<file path="src/rtl/tpps_pkg.sv">
// Shared types, codes and constants for the timed pick-and-place sequencer.
package tpps_pkg;

    localparam int STAMP_WIDTH_DEF = 32;
    localparam int DWELL_WIDTH_DEF = 16;

    localparam int NUM_DWELL = 7;
    localparam int CFG_IDX_W = 3;

    // dwell register indexes
    localparam logic [CFG_IDX_W-1:0] DW_WORK     = 3'd0;
    localparam logic [CFG_IDX_W-1:0] DW_EXTEND   = 3'd1;
    localparam logic [CFG_IDX_W-1:0] DW_GRIP     = 3'd2;
    localparam logic [CFG_IDX_W-1:0] DW_RETRACT  = 3'd3;
    localparam logic [CFG_IDX_W-1:0] DW_TRANSFER = 3'd4;
    localparam logic [CFG_IDX_W-1:0] DW_RELEASE  = 3'd5;
    localparam logic [CFG_IDX_W-1:0] DW_HOME     = 3'd6;

    // reset dwell values in ms, wide enough for the largest dwell width
    localparam logic [31:0] DWELL_RESET [NUM_DWELL] = '{
        32'd600, 32'd500, 32'd250, 32'd500, 32'd700, 32'd250, 32'd500
    };

    typedef enum logic [3:0] {
        ST_IDLE     = 4'd0,
        ST_WORK     = 4'd1,
        ST_EXTEND   = 4'd2,
        ST_GRIP     = 4'd3,
        ST_RETRACT  = 4'd4,
        ST_TRANSFER = 4'd5,
        ST_DROP     = 4'd6,
        ST_HOME     = 4'd7,
        ST_TRIP     = 4'd8
    } step_t;

    typedef enum logic [1:0] {
        SERVO_NONE = 2'd0,
        SERVO_WORK = 2'd1,
        SERVO_XFER = 2'd2
    } servo_t;

    typedef enum logic [1:0] {
        PUSH_NONE    = 2'd0,
        PUSH_EXTEND  = 2'd1,
        PUSH_RETRACT = 2'd2
    } pusher_t;

    typedef enum logic [1:0] {
        MAG_KEEP    = 2'd0,
        MAG_ON      = 2'd1,
        MAG_RELEASE = 2'd2
    } magnet_t;

    // operation codes of an input item
    localparam logic OP_START = 1'b0;
    localparam logic OP_TICK  = 1'b1;

    // result item, step_code in the lowest bits
    typedef struct packed {
        logic       holding;
        logic       lift_halt;
        magnet_t    magnet_cmd;
        pusher_t    pusher_cmd;
        servo_t     servo_cmd;
        logic       step_entered;
        logic [3:0] step_code;
    } result_t;

    localparam int RES_W       = $bits(result_t);
    localparam int OUT_TDATA_W = ((RES_W + 7) / 8) * 8;

endpackage

</file>
<file path="src/rtl/timed_pick_place_sequencer.sv">
// Top level of the timed pick-and-place sequencer.
//
// Usage:
//   s_axis carries events. tuser = operation (0 start request, 1 tick).
//   tdata = {pad, stop_button, overcurrent, drive_alarm, now_stamp}, stamp in
//   the low bits. Every event yields exactly one result item on m_axis.
//   m_axis tdata = {pad, holding, lift_halt, magnet_cmd, pusher_cmd,
//   servo_cmd, step_entered, step_code}, step_code in the low bits.
//   cfg writes one of the seven dwell registers (index 0..6, ms); index 7
//   is ignored. cfg_ready is always high. Write only while idle.
// Timing:
//   Event is taken into an input register, evaluated by one level of
//   compare and state logic, and lands in the result register, which
//   drives m_axis_tvalid. One event per cycle sustained while m_axis_tready
//   stays high; the state update of one event is ready for the next in
//   the following cycle.
// Reset:
//   Step idle, entry stamp 0, holding clear, dwells at defaults, both
//   pipeline registers empty.
// Stall:
//   A held result stays in the output register; the input register keeps
//   accepting until it holds an event too, then s_axis_tready drops.
module timed_pick_place_sequencer
    import tpps_pkg::*;
#(
    parameter int STAMP_WIDTH = STAMP_WIDTH_DEF,
    parameter int DWELL_WIDTH = DWELL_WIDTH_DEF
)
(
    input  logic                                   clk,
    input  logic                                   rst_n,
    input  logic                                   s_axis_tvalid,
    output logic                                   s_axis_tready,
    // now_stamp, drive_alarm, overcurrent, stop_button, zero pad
    input  logic [((STAMP_WIDTH + 3 + 7) / 8) * 8-1:0] s_axis_tdata,
    // operation
    input  logic                                   s_axis_tuser,
    output logic                                   m_axis_tvalid,
    input  logic                                   m_axis_tready,
    // step_code, step_entered, servo_cmd, pusher_cmd, magnet_cmd,
    // lift_halt, holding, zero pad
    output logic [OUT_TDATA_W-1:0]                 m_axis_tdata,
    input  logic                                   cfg_valid,
    output logic                                   cfg_ready,
    input  logic [CFG_IDX_W-1:0]                   cfg_index,
    input  logic [DWELL_WIDTH-1:0]                 cfg_data
);

    logic                                  in_valid_reg;
    logic                                  in_op_reg;
    logic [STAMP_WIDTH-1:0]                in_stamp_reg;
    logic [2:0]                            in_flags_reg;
    logic                                  out_valid_reg;
    result_t                               out_res_reg;
    logic                                  s_fire;
    logic                                  advance;
    logic [NUM_DWELL-1:0][DWELL_WIDTH-1:0] dwell;
    result_t                               res;

    // evaluate the held event when the result register is free or draining
    assign advance       = in_valid_reg && (!out_valid_reg || m_axis_tready);
    assign s_axis_tready = !in_valid_reg || advance;
    assign s_fire        = s_axis_tvalid && s_axis_tready;
    assign cfg_ready     = 1'b1;

    always_ff @(posedge clk or negedge rst_n)
    begin
        if (!rst_n)
        begin
            in_valid_reg <= 1'b0;
        end
        else if (s_axis_tready)
        begin
            in_valid_reg <= s_axis_tvalid;
        end
    end

    always_ff @(posedge clk)
    begin
        if (s_fire)
        begin
            in_op_reg    <= s_axis_tuser;
            in_stamp_reg <= s_axis_tdata[STAMP_WIDTH-1:0];
            in_flags_reg <= s_axis_tdata[STAMP_WIDTH+2:STAMP_WIDTH];
        end
    end

    tpps_dwell_regs #(
        .DWELL_WIDTH (DWELL_WIDTH)
    ) u_dwell (
        .clk       (clk),
        .rst_n     (rst_n),
        .cfg_valid (cfg_valid),
        .cfg_index (cfg_index),
        .cfg_data  (cfg_data),
        .dwell     (dwell)
    );

    tpps_step_logic #(
        .STAMP_WIDTH (STAMP_WIDTH),
        .DWELL_WIDTH (DWELL_WIDTH)
    ) u_step (
        .clk        (clk),
        .rst_n      (rst_n),
        .fire       (advance),
        .item_op    (in_op_reg),
        .item_stamp (in_stamp_reg),
        .item_flags (in_flags_reg),
        .dwell      (dwell),
        .res        (res)
    );

    always_ff @(posedge clk or negedge rst_n)
    begin
        if (!rst_n)
        begin
            out_valid_reg <= 1'b0;
        end
        else if (advance)
        begin
            out_valid_reg <= 1'b1;
        end
        else if (m_axis_tready)
        begin
            out_valid_reg <= 1'b0;
        end
    end

    always_ff @(posedge clk)
    begin
        if (advance)
        begin
            out_res_reg <= res;
        end
    end

    assign m_axis_tvalid = out_valid_reg;
    assign m_axis_tdata  = {(OUT_TDATA_W - RES_W)'(0), out_res_reg};

endmodule

</file>
<file path="src/rtl/tpps_dwell_regs.sv">
// Dwell configuration registers with their write port.
module tpps_dwell_regs
    import tpps_pkg::*;
#(
    parameter int DWELL_WIDTH = DWELL_WIDTH_DEF
)
(
    input  logic                                  clk,
    input  logic                                  rst_n,
    input  logic                                  cfg_valid,
    input  logic [CFG_IDX_W-1:0]                  cfg_index,
    input  logic [DWELL_WIDTH-1:0]                cfg_data,
    output logic [NUM_DWELL-1:0][DWELL_WIDTH-1:0] dwell
);

    logic [NUM_DWELL-1:0][DWELL_WIDTH-1:0] dwell_reg;

    // index seven has no register; such writes fall through
    always_ff @(posedge clk or negedge rst_n)
    begin
        if (!rst_n)
        begin
            for (int i = 0; i < NUM_DWELL; i++)
            begin
                dwell_reg[i] <= DWELL_RESET[i][DWELL_WIDTH-1:0];
            end
        end
        else
        begin
            for (int i = 0; i < NUM_DWELL; i++)
            begin
                if (cfg_valid && (cfg_index == CFG_IDX_W'(i)))
                begin
                    dwell_reg[i] <= cfg_data;
                end
            end
        end
    end

    assign dwell = dwell_reg;

endmodule

</file>
<file path="src/rtl/tpps_step_logic.sv">
// Sequencer state registers, dwell compare and per-item result logic.
module tpps_step_logic
    import tpps_pkg::*;
#(
    parameter int STAMP_WIDTH = STAMP_WIDTH_DEF,
    parameter int DWELL_WIDTH = DWELL_WIDTH_DEF
)
(
    input  logic                                  clk,
    input  logic                                  rst_n,
    input  logic                                  fire,
    input  logic                                  item_op,
    input  logic [STAMP_WIDTH-1:0]                item_stamp,
    input  logic [2:0]                            item_flags,
    input  logic [NUM_DWELL-1:0][DWELL_WIDTH-1:0] dwell,
    output result_t                               res
);

    localparam int CMP_W = (STAMP_WIDTH > DWELL_WIDTH) ? STAMP_WIDTH : DWELL_WIDTH;

    step_t                  step_reg;
    step_t                  step_next;
    logic [STAMP_WIDTH-1:0] entry_reg;
    logic [STAMP_WIDTH-1:0] entry_next;
    logic                   holding_reg;
    logic                   holding_next;
    logic                   entered;
    logic                   tick;
    logic                   trip;
    logic [STAMP_WIDTH-1:0] elapsed;
    logic [DWELL_WIDTH-1:0] dwell_sel;
    logic                   done;
    servo_t                 servo;
    pusher_t                pusher;
    magnet_t                magnet;
    logic                   halt;

    assign tick    = (item_op == OP_TICK);
    assign trip    = |item_flags;
    assign elapsed = item_stamp - entry_reg;   // wraps modulo 2^STAMP_WIDTH

    always_comb
    begin
        case (step_reg)
            ST_WORK:     dwell_sel = dwell[DW_WORK];
            ST_EXTEND:   dwell_sel = dwell[DW_EXTEND];
            ST_GRIP:     dwell_sel = dwell[DW_GRIP];
            ST_RETRACT:  dwell_sel = dwell[DW_RETRACT];
            ST_TRANSFER: dwell_sel = dwell[DW_TRANSFER];
            ST_DROP:     dwell_sel = dwell[DW_RELEASE];
            ST_HOME:     dwell_sel = dwell[DW_HOME];
            default:     dwell_sel = '0;
        endcase
    end

    assign done = (CMP_W'(elapsed) >= CMP_W'(dwell_sel));

    // next state
    always_comb
    begin
        step_next    = step_reg;
        entry_next   = entry_reg;
        holding_next = holding_reg;
        entered      = 1'b0;
        if (!tick)
        begin
            if (step_reg == ST_IDLE)
            begin
                step_next  = trip ? ST_TRIP : ST_WORK;
                entry_next = item_stamp;
                entered    = 1'b1;
            end
        end
        else if (trip)
        begin
            step_next  = ST_TRIP;
            entry_next = item_stamp;
            entered    = 1'b1;
        end
        else
        begin
            case (step_reg)
                ST_IDLE:     step_next = ST_IDLE;
                ST_WORK:     if (done) step_next = ST_EXTEND;
                ST_EXTEND:   if (done) step_next = ST_GRIP;
                ST_GRIP:
                begin
                    holding_next = 1'b1;
                    if (done) step_next = ST_RETRACT;
                end
                ST_RETRACT:  if (done) step_next = ST_TRANSFER;
                ST_TRANSFER: if (done) step_next = ST_DROP;
                ST_DROP:
                begin
                    holding_next = 1'b0;
                    if (done) step_next = ST_HOME;
                end
                ST_HOME:     if (done) step_next = ST_IDLE;
                default:     step_next = step_reg;
            endcase
            if (done && (step_reg != ST_IDLE) && (step_reg != ST_TRIP))
            begin
                entry_next = item_stamp;
                entered    = 1'b1;
            end
        end
    end

    // actuator commands; start items never drive actuators
    always_comb
    begin
        servo  = SERVO_NONE;
        pusher = PUSH_NONE;
        magnet = MAG_KEEP;
        halt   = 1'b0;
        if (tick && trip)
        begin
            magnet = MAG_RELEASE;
            halt   = 1'b1;
        end
        else if (tick)
        begin
            case (step_reg)
                ST_IDLE:     halt   = 1'b1;
                ST_WORK:     servo  = SERVO_WORK;
                ST_EXTEND:   pusher = PUSH_EXTEND;
                ST_GRIP:     magnet = MAG_ON;
                ST_RETRACT:  pusher = PUSH_RETRACT;
                ST_TRANSFER: servo  = SERVO_XFER;
                ST_DROP:     magnet = MAG_RELEASE;
                ST_HOME:     pusher = PUSH_RETRACT;
                default:
                begin
                    magnet = MAG_RELEASE;
                    halt   = 1'b1;
                    pusher = PUSH_RETRACT;
                end
            endcase
        end
    end

    always_ff @(posedge clk or negedge rst_n)
    begin
        if (!rst_n)
        begin
            step_reg    <= ST_IDLE;
            entry_reg   <= '0;
            holding_reg <= 1'b0;
        end
        else if (fire)
        begin
            step_reg    <= step_next;
            entry_reg   <= entry_next;
            holding_reg <= holding_next;
        end
    end

    always_comb
    begin
        res.step_code    = step_next;
        res.step_entered = entered;
        res.servo_cmd    = servo;
        res.pusher_cmd   = pusher;
        res.magnet_cmd   = magnet;
        res.lift_halt    = halt;
        res.holding      = holding_next;
    end

endmodule

</file>
<file path="config.mk">
export PLATFORM = sky130hd
export DESIGN_NAME = timed_pick_place_sequencer
export DESIGN_NICKNAME = d
export VERILOG_FILES = /design/src/rtl/tpps_pkg.sv /design/src/rtl/timed_pick_place_sequencer.sv /design/src/rtl/tpps_dwell_regs.sv /design/src/rtl/tpps_step_logic.sv
export SDC_FILE = /design/constraint.sdc
export NUM_CORES = 1
export LEC_CHECK = 0
export ABC_AREA = 1
export BUFFER_PORTS_ARGS = -buffer_cell sky130_fd_sc_hd__clkbuf_2
export CAP_MARGIN = 20
export CELL_PAD_IN_SITES_DETAIL_PLACEMENT = 0
export CELL_PAD_IN_SITES_GLOBAL_PLACEMENT = 2
export CORE_MARGIN = 1
export CORE_UTILIZATION = 30
export CTS_BUF_LIST = sky130_fd_sc_hd__clkbuf_8
export DETAILED_ROUTE_END_ITERATION = 7
export GPL_TIMING_DRIVEN = 0
export PLACE_DENSITY_LB_ADDON = 0.1
export RECOVER_POWER = 50
export SKIP_LAST_GASP = 1
export SYNTH_ARGS = -nofsm -noshare
export SYNTH_HDL_FRONTEND = slang
export SYNTH_SLANG_ARGS = --single-unit
export TNS_END_PERCENT = 50
</file>
<file path="constraint.sdc">
create_clock -name clk -period 9 [get_ports clk]
set_input_delay 1.8 -clock clk [delete_from_list [all_inputs] [get_ports clk]]
set_output_delay 1.8 -clock clk [all_outputs]
set_load 0.05 [all_outputs]
</file>
# Word-level counts from Yosys, hierarchy flattened
# Cells that the tools add are included.
[totals] regBits=200 latchBits=0 ramBits=0 mem_bits_ro=0 inputBits=65 output_inout_bits=19 elab_cells=100 n_memories=0
[op_classes] add_sub_neg=1 multipliers=0 div=0 order_cmp=1 eq_ne=15 shift=0 mux=32 bitwise=1 reduce_logical=27
[op_table] operator="two-way mux 32 bit" n=4
[op_table] operator="one-hot mux 16 bit (7 select lines)" n=1
[op_table] operator="two-way mux 4 bit" n=11
[op_table] operator=">= comparator 32 x 16 -> 1 bit" n=1
[op_table] operator="one-hot mux 4 bit (8 select lines)" n=1
[op_table] operator="subtractor 32 bit" n=1
[op_table] operator="equality test 4 x 3 -> 1 bit, second input constant" n=4
[op_table] operator="logical AND 1 bit" n=12
[op_table] operator="one-hot mux 2 bit (2 select lines)" n=3
[op_table] operator="two-way mux 1 bit" n=10
[op_table] operator="equality test 3 bit, second input constant" n=3
[op_table] operator="equality test 4 x 2 -> 1 bit, second input constant" n=2
[op_table] operator="OR reduction 7 bit" n=1
[op_table] operator="equality test 3 x 2 -> 1 bit, second input constant" n=2
[op_table] operator="OR reduction 6 bit" n=1
[op_table] operator="OR reduction 5 bit" n=1
[op_table] operator="equality test 4 x 1 -> 1 bit, second input constant" n=1
[op_table] operator="zero test 4 bit" n=1
[op_table] operator="!= test 4 bit, second input constant" n=1
[op_table] operator="nonzero test 2 bit" n=2
[op_table] operator="nonzero test 4 bit" n=1
[op_table] operator="equality test 3 x 1 -> 1 bit, second input constant" n=1
[op_table] operator="zero test 3 bit" n=1
[op_table] operator="!= test 3 x 1 -> 1 bit, second input constant" n=1
[op_table] operator="other kinds (8)" n=10

# Longest topological paths before layout
[logic_depth] ltp_word=8 mapped_depth=30 ltp_nobuf=30

# Hierarchy
# From an unflattened synthesis, not the netlist that was laid out.
[hier_totals] hier_cells=1493 area_unflattened_um2=11533.6
[by_module_without_submodules] module="tpps_step_logic" instances=1 cells_per_inst=932 area_per_inst_um2=5517.8 seq_area_each_um2=925.9
[by_module_without_submodules] module="tpps_dwell_regs" instances=1 cells_per_inst=494 area_per_inst_um2=4411.7 seq_area_each_um2=2852.7
[by_module_without_submodules] module="timed_pick_place_sequencer" instances=1 cells_per_inst=67 area_per_inst_um2=1604.0 seq_area_each_um2=1521.5

# Worst setup path before layout
# OpenSTA, ideal clock, no wires.
[synth_timing] kind="input-to-output" from="in m_axis_tready" to="out s_axis_tready" arrival_time_ns=2.260 t_required_ns=7.200 path_slack_ns=4.940 path_stages=2 n_path_buf=0 cell_sequence="inv_1 -> nand3_1"
[synth_between] elab_chain_len=3
[synth_lines] element="start: declaration" line_no="timed_pick_place_sequencer.sv:39" text="input logic m_axis_tready,"
[synth_lines] element="logical OR 1 bit" line_no="timed_pick_place_sequencer.sv:61" text="assign advance = in_valid_reg && (!out_valid_reg || m_axis_tready);"
[synth_lines] element="logical AND 1 bit" line_no="timed_pick_place_sequencer.sv:61"
[synth_lines] element="logical OR 1 bit" line_no="timed_pick_place_sequencer.sv:62" text="assign s_axis_tready = !in_valid_reg || advance;"
[synth_lines] element="end: declaration" line_no="timed_pick_place_sequencer.sv:33" text="output logic s_axis_tready,"
# No other way between the ends.

# Worst setup path in the final report
[layout_timing] from="reg u_step.step_reg[1]" to="reg u_step.entry_reg[23]"
[layout_between] elab_chain_len=7 elab_cells_between_ends=17 cone_classes="order compare: 1; eq/ne: 9; mux: 1; reduce/logical: 6"
[layout_lines] element="start: declaration" line_no="tpps_step_logic.sv:21" text="step_t step_reg;"
[layout_lines] element="start signal: assignment" line_no="tpps_step_logic.sv:152" text="step_reg <= step_next;"
[layout_lines] element="equality test 4 x 3 -> 1 bit, or another cell as far along" line_no="tpps_step_logic.sv:44" text="case (step_reg)"
[layout_lines] element="one-hot mux 16 bit (7 select lines)" line_no="tpps_step_logic.sv:44"
[layout_lines] element=">= comparator 32 x 16 -> 1 bit" line_no="tpps_step_logic.sv:56" text="assign done = (CMP_W'(elapsed) >= CMP_W'(dwell_sel));"
[layout_lines] element="logical AND 1 bit (2 in series)" line_no="tpps_step_logic.sv:101" text="if (done && (step_reg != ST_IDLE) && (step_reg != ST_TRIP))"
[layout_lines] element="!= test 3 x 1 -> 1 bit (no line)"
[layout_lines] element="AND reduction 3 bit (no line) (*)"
[layout_lines] element="end signal: assignment" line_no="tpps_step_logic.sv:153" text="entry_reg <= entry_next;"
[layout_lines] element="end: declaration" line_no="tpps_step_logic.sv:23" text="logic [STAMP_WIDTH-1:0] entry_reg;"
# Mark *: on every way between the ends. The rest lies on a longest branch, timed or not.
# A chain may end at the register's enable or synchronous reset.

==> out/summary.txt <==
Critical Path End Type -> flop
Placed Area -> 0.0121 mm²
worst slew pin tran -> 3110 ps
Routed WL per cell -> 16.3 µm
Worst R2R Path Depth -> 25
drt pass-1 iters -> 5
Filler cells -> 3965
worst-path fanout max -> 10
reg-to-reg endpoint -> u_step.entry_reg[23]$_DFFE_PN0P_
diode count -> 0
Data arrival, critical path -> 4990 ps
number of synthesized flops with an enable pin -> 49
HP Start -> u_step.entry_reg[19]$_DFFE_PN0P_
core footprint -> 0.0365 mm²
setup tns final -> 0 ps
DRT iter0 DRCs -> 436
mapped cell area -> 0.0111 mm²
Hold EP -> u_step.entry_reg[19]$_DFFE_PN0P_
width of the die -> 194 µm
via count -> 9077
status -> finished, violations left
Final Setup Violations -> 0
layout cells sized above 1 -> 0.131
YS warnings -> 0
Post-synth ARST share -> 0.755
post-CTS setup buffer count -> 0
Synth Area per Inst -> 7.84 µm²
critical path's slowest cell -> clkbuf_1
Cell Pwr Density -> 234 mW/mm²
CTS max path bufs -> 2
Place WS -> 4330 ps
largest stage delay on the critical path -> 620 ps
Setup crit start kind -> flop
unrepaired setup endpoints after global routing -> false
Final Cycle Share -> 0.508
P&R area growth vs syn -> 12.7%
Lkg Pwr -> 6.29 nW
Final ANT Viol Nets -> 0
distinct cell type count after synthesis -> 48
Resized Gates After CTS -> 0
post-layout min period -> 4570 ps
H-tree levels -> 4
Residual DRC -> 0
slew margin rel. -> -1.08
max reg flops -> 112
Worst Hold Class -> flop to flop
CP dominant cell by count -> nand2_1
required time of the critical path -> 9430 ps
Top FF cell, synth -> dfrtp_1
root buf cell -> clkbuf_8
Clk Latency, worst-skew pair -> 490 ps
fin worst setup slack -> 4430 ps
Final Net Count -> 1626
GR Util All Layers -> 0.180
Slew Limit Fails -> 49
failing checks -> capacitance limit, slew limit
total wire length -> 32500 µm
Syn Inst Count -> 1416
worst hold stages -> 2
I/O pins -> 84
row count -> 70
final count of hold timing violations -> 0
initial antenna violation count -> 0
Placer Congestion -> 0.791
max_cap viols -> 1
hold buffer count at cts -> 0
Final Skew -> 23.8 ps
critical path class -> flop to flop
Sink Count -> 200
Die H -> 194 µm
TritonCTS clock tree -> built
CTS Buf Count -> 17
FF+latch count, synth -> 200
clock-pin slew on the worst setup and hold paths -> 110 ps
vias per inst -> 4.55
Fmax -> 219 MHz
first-pass GRT wire length -> 52200 µm
Final Instance Area -> 0.0125 mm²
VDD IR max -> 0.134 mV
GRT overflow -> 0
hold_ws -> 486 ps
worst r2r src -> u_step.step_reg[1]$_DFFE_PN0P_
reg2reg setup slack -> 4430 ps
vias in the first global route -> 9044
PortBufs -> 74
register area share after synthesis -> 0.477
Util after Layout -> 0.343
Die ar. -> 0.0378 mm²
DP HPWL -> 25000 µm
largest net degree at the start of global routing -> 104
Starting Density -> 0.304
[stage by stage]
stage	cells	power [mW]
6_report	1994	2.93
5_1_grt	1994	3.20
4_1_cts	1993	2.99
3_5_place_dp	1961	2.34
3_3_place_gp	1960	2.33
2_1_floorplan	1418	2.02
[logic make-up (layout without fill, tap and decap cells)]
family	Yosys count	in the layout	synth area share
compound gates	185	185	0.0952
xor+xnor	16	16	0.0126
fa+ha+maj	48	48	0.0548
buf+inv	245	353	0.0877
flops	200	200	0.477
other cells	2	4	0.000676
simple gates	720	720	0.272
[critical path: cells and delay by family (launching register included)]
kind	cells	cell delay, ps
AO/OA/AOI/OAI	3	470
AND/OR/NAND/NOR	17	2180
flip-flops	1	430
adder cells (fa/ha/maj)	1	340
buffers and inverters	4	1070
[report_power, final]
| part | total (mW) | switching, mW | internal [mW] |
|---|---|---|---|
| clock network | 0.624 | 0.361 | 0.263 |
| registers | 1.21 | 0.0880 | 1.12 |
| logic | 1.10 | 0.717 | 0.379 |
| total | 2.93 | 1.17 | 1.76 |
[layer usage]
layer / global-route usage / vias to the layer above / routed length (µm)
met4: 0.0432 / 0 / 422
met3: 0.0264 / 15 / 710
met1: 0.241 / 4308 / 15500
li1: - / 4675 / -
met5: 0 / - / 0
met2: 0.305 / 79 / 15800
[how the worst max path moves through the flow]
| stage | start | end | slack, ps | cells after the start |
|---|---|---|---|---|
| 4_1_cts | u_step.step_reg[1]$_DFFE_PN0P_ | u_step.entry_reg[14]$_DFFE_PN0P_ | 4250 | 25 |
| 3_3_place_gp | rst_n | m_axis_tvalid$_DFFE_PN0P_ | 3060 | 1 |
| 2_1_floorplan | m_axis_tready | s_axis_tready | 4940 | 2 |
| 5_1_grt | u_step.step_reg[1]$_DFFE_PN0P_ | u_step.entry_reg[1]$_DFFE_PN0P_ | 3950 | 28 |
| 6_report | u_step.step_reg[1]$_DFFE_PN0P_ | u_step.entry_reg[23]$_DFFE_PN0P_ | 4430 | 25 |
| 3_5_place_dp | u_step.step_reg[1]$_DFFE_PN0P_ | u_step.entry_reg[7]$_DFFE_PN0P_ | 4330 | 24 |
[cells in the final DEF, fill, tap and decap left out, types with 8 or more instances in the layout]
master	netlist	final
nand2_2	20	20
clkbuf_1	29	32
clkbuf_2	0	71
nor3_1	8	8
dfrtp_1	111	111
dfstp_2	40	40
nand3_1	75	75
nand4_1	13	13
ha_1	47	47
o21ai_0	118	118
a221oi_1	9	9
inv_1	194	195
xor2_1	15	15
clkbuf_8	0	18
nand2_1	514	514
a21oi_1	32	32
nor2_1	65	65
edfxtp_1	49	49
[Yosys cell counts (2+ instances only)]
cell      count  area [µm²]
nor3_2        2        20.0
xor2_1       15         131
buf_4         5        37.5
ha_1         47         588
nand3b_1      3        22.5
nor3_1        8        40.0
inv_2         6        22.5
dfrtp_1     111        2780
a21oi_1      32         160
conb_1        2        7.51
buf_1         3        11.3
buf_6         2        22.5
clkinv_1      2        7.51
nor2_4        4        45.0
nand4_1      13        81.3
buf_2         3        15.0
nand3_1      75         375
and2_1        2        12.5
o21ai_0     118         591
a31oi_1       2        12.5
a22o_1        6        52.6
inv_1       194         728
clkbuf_1     29         109
and3_1        2        12.5
nand2_4       2        22.5
nor2_2        4        25.0
nand3_2       3        30.0
dfstp_2      40        1050
edfxtp_1     49        1470
a221oi_1      9        78.8
a211oi_1      7        52.6
nor2_1       65         244
nand2_1     514        1930
nand2_2      20         125
a221o_1       4        40.0
[layout make-up]
class	instances	area, µm²	share of cell area
Tap cell	468	586	0.0468
Inverter	202	758	0.0606
Clock inverter	14	165	0.0132
Timing Repair Buffer	76	405	0.0324
Multi-Input combinational cell	973	4840	0.386
Clock buffer	18	248	0.0198
Sequential cell	200	5300	0.424
Buffer	43	215	0.0172
No activity file was read; power rests on OpenSTA's default activity.
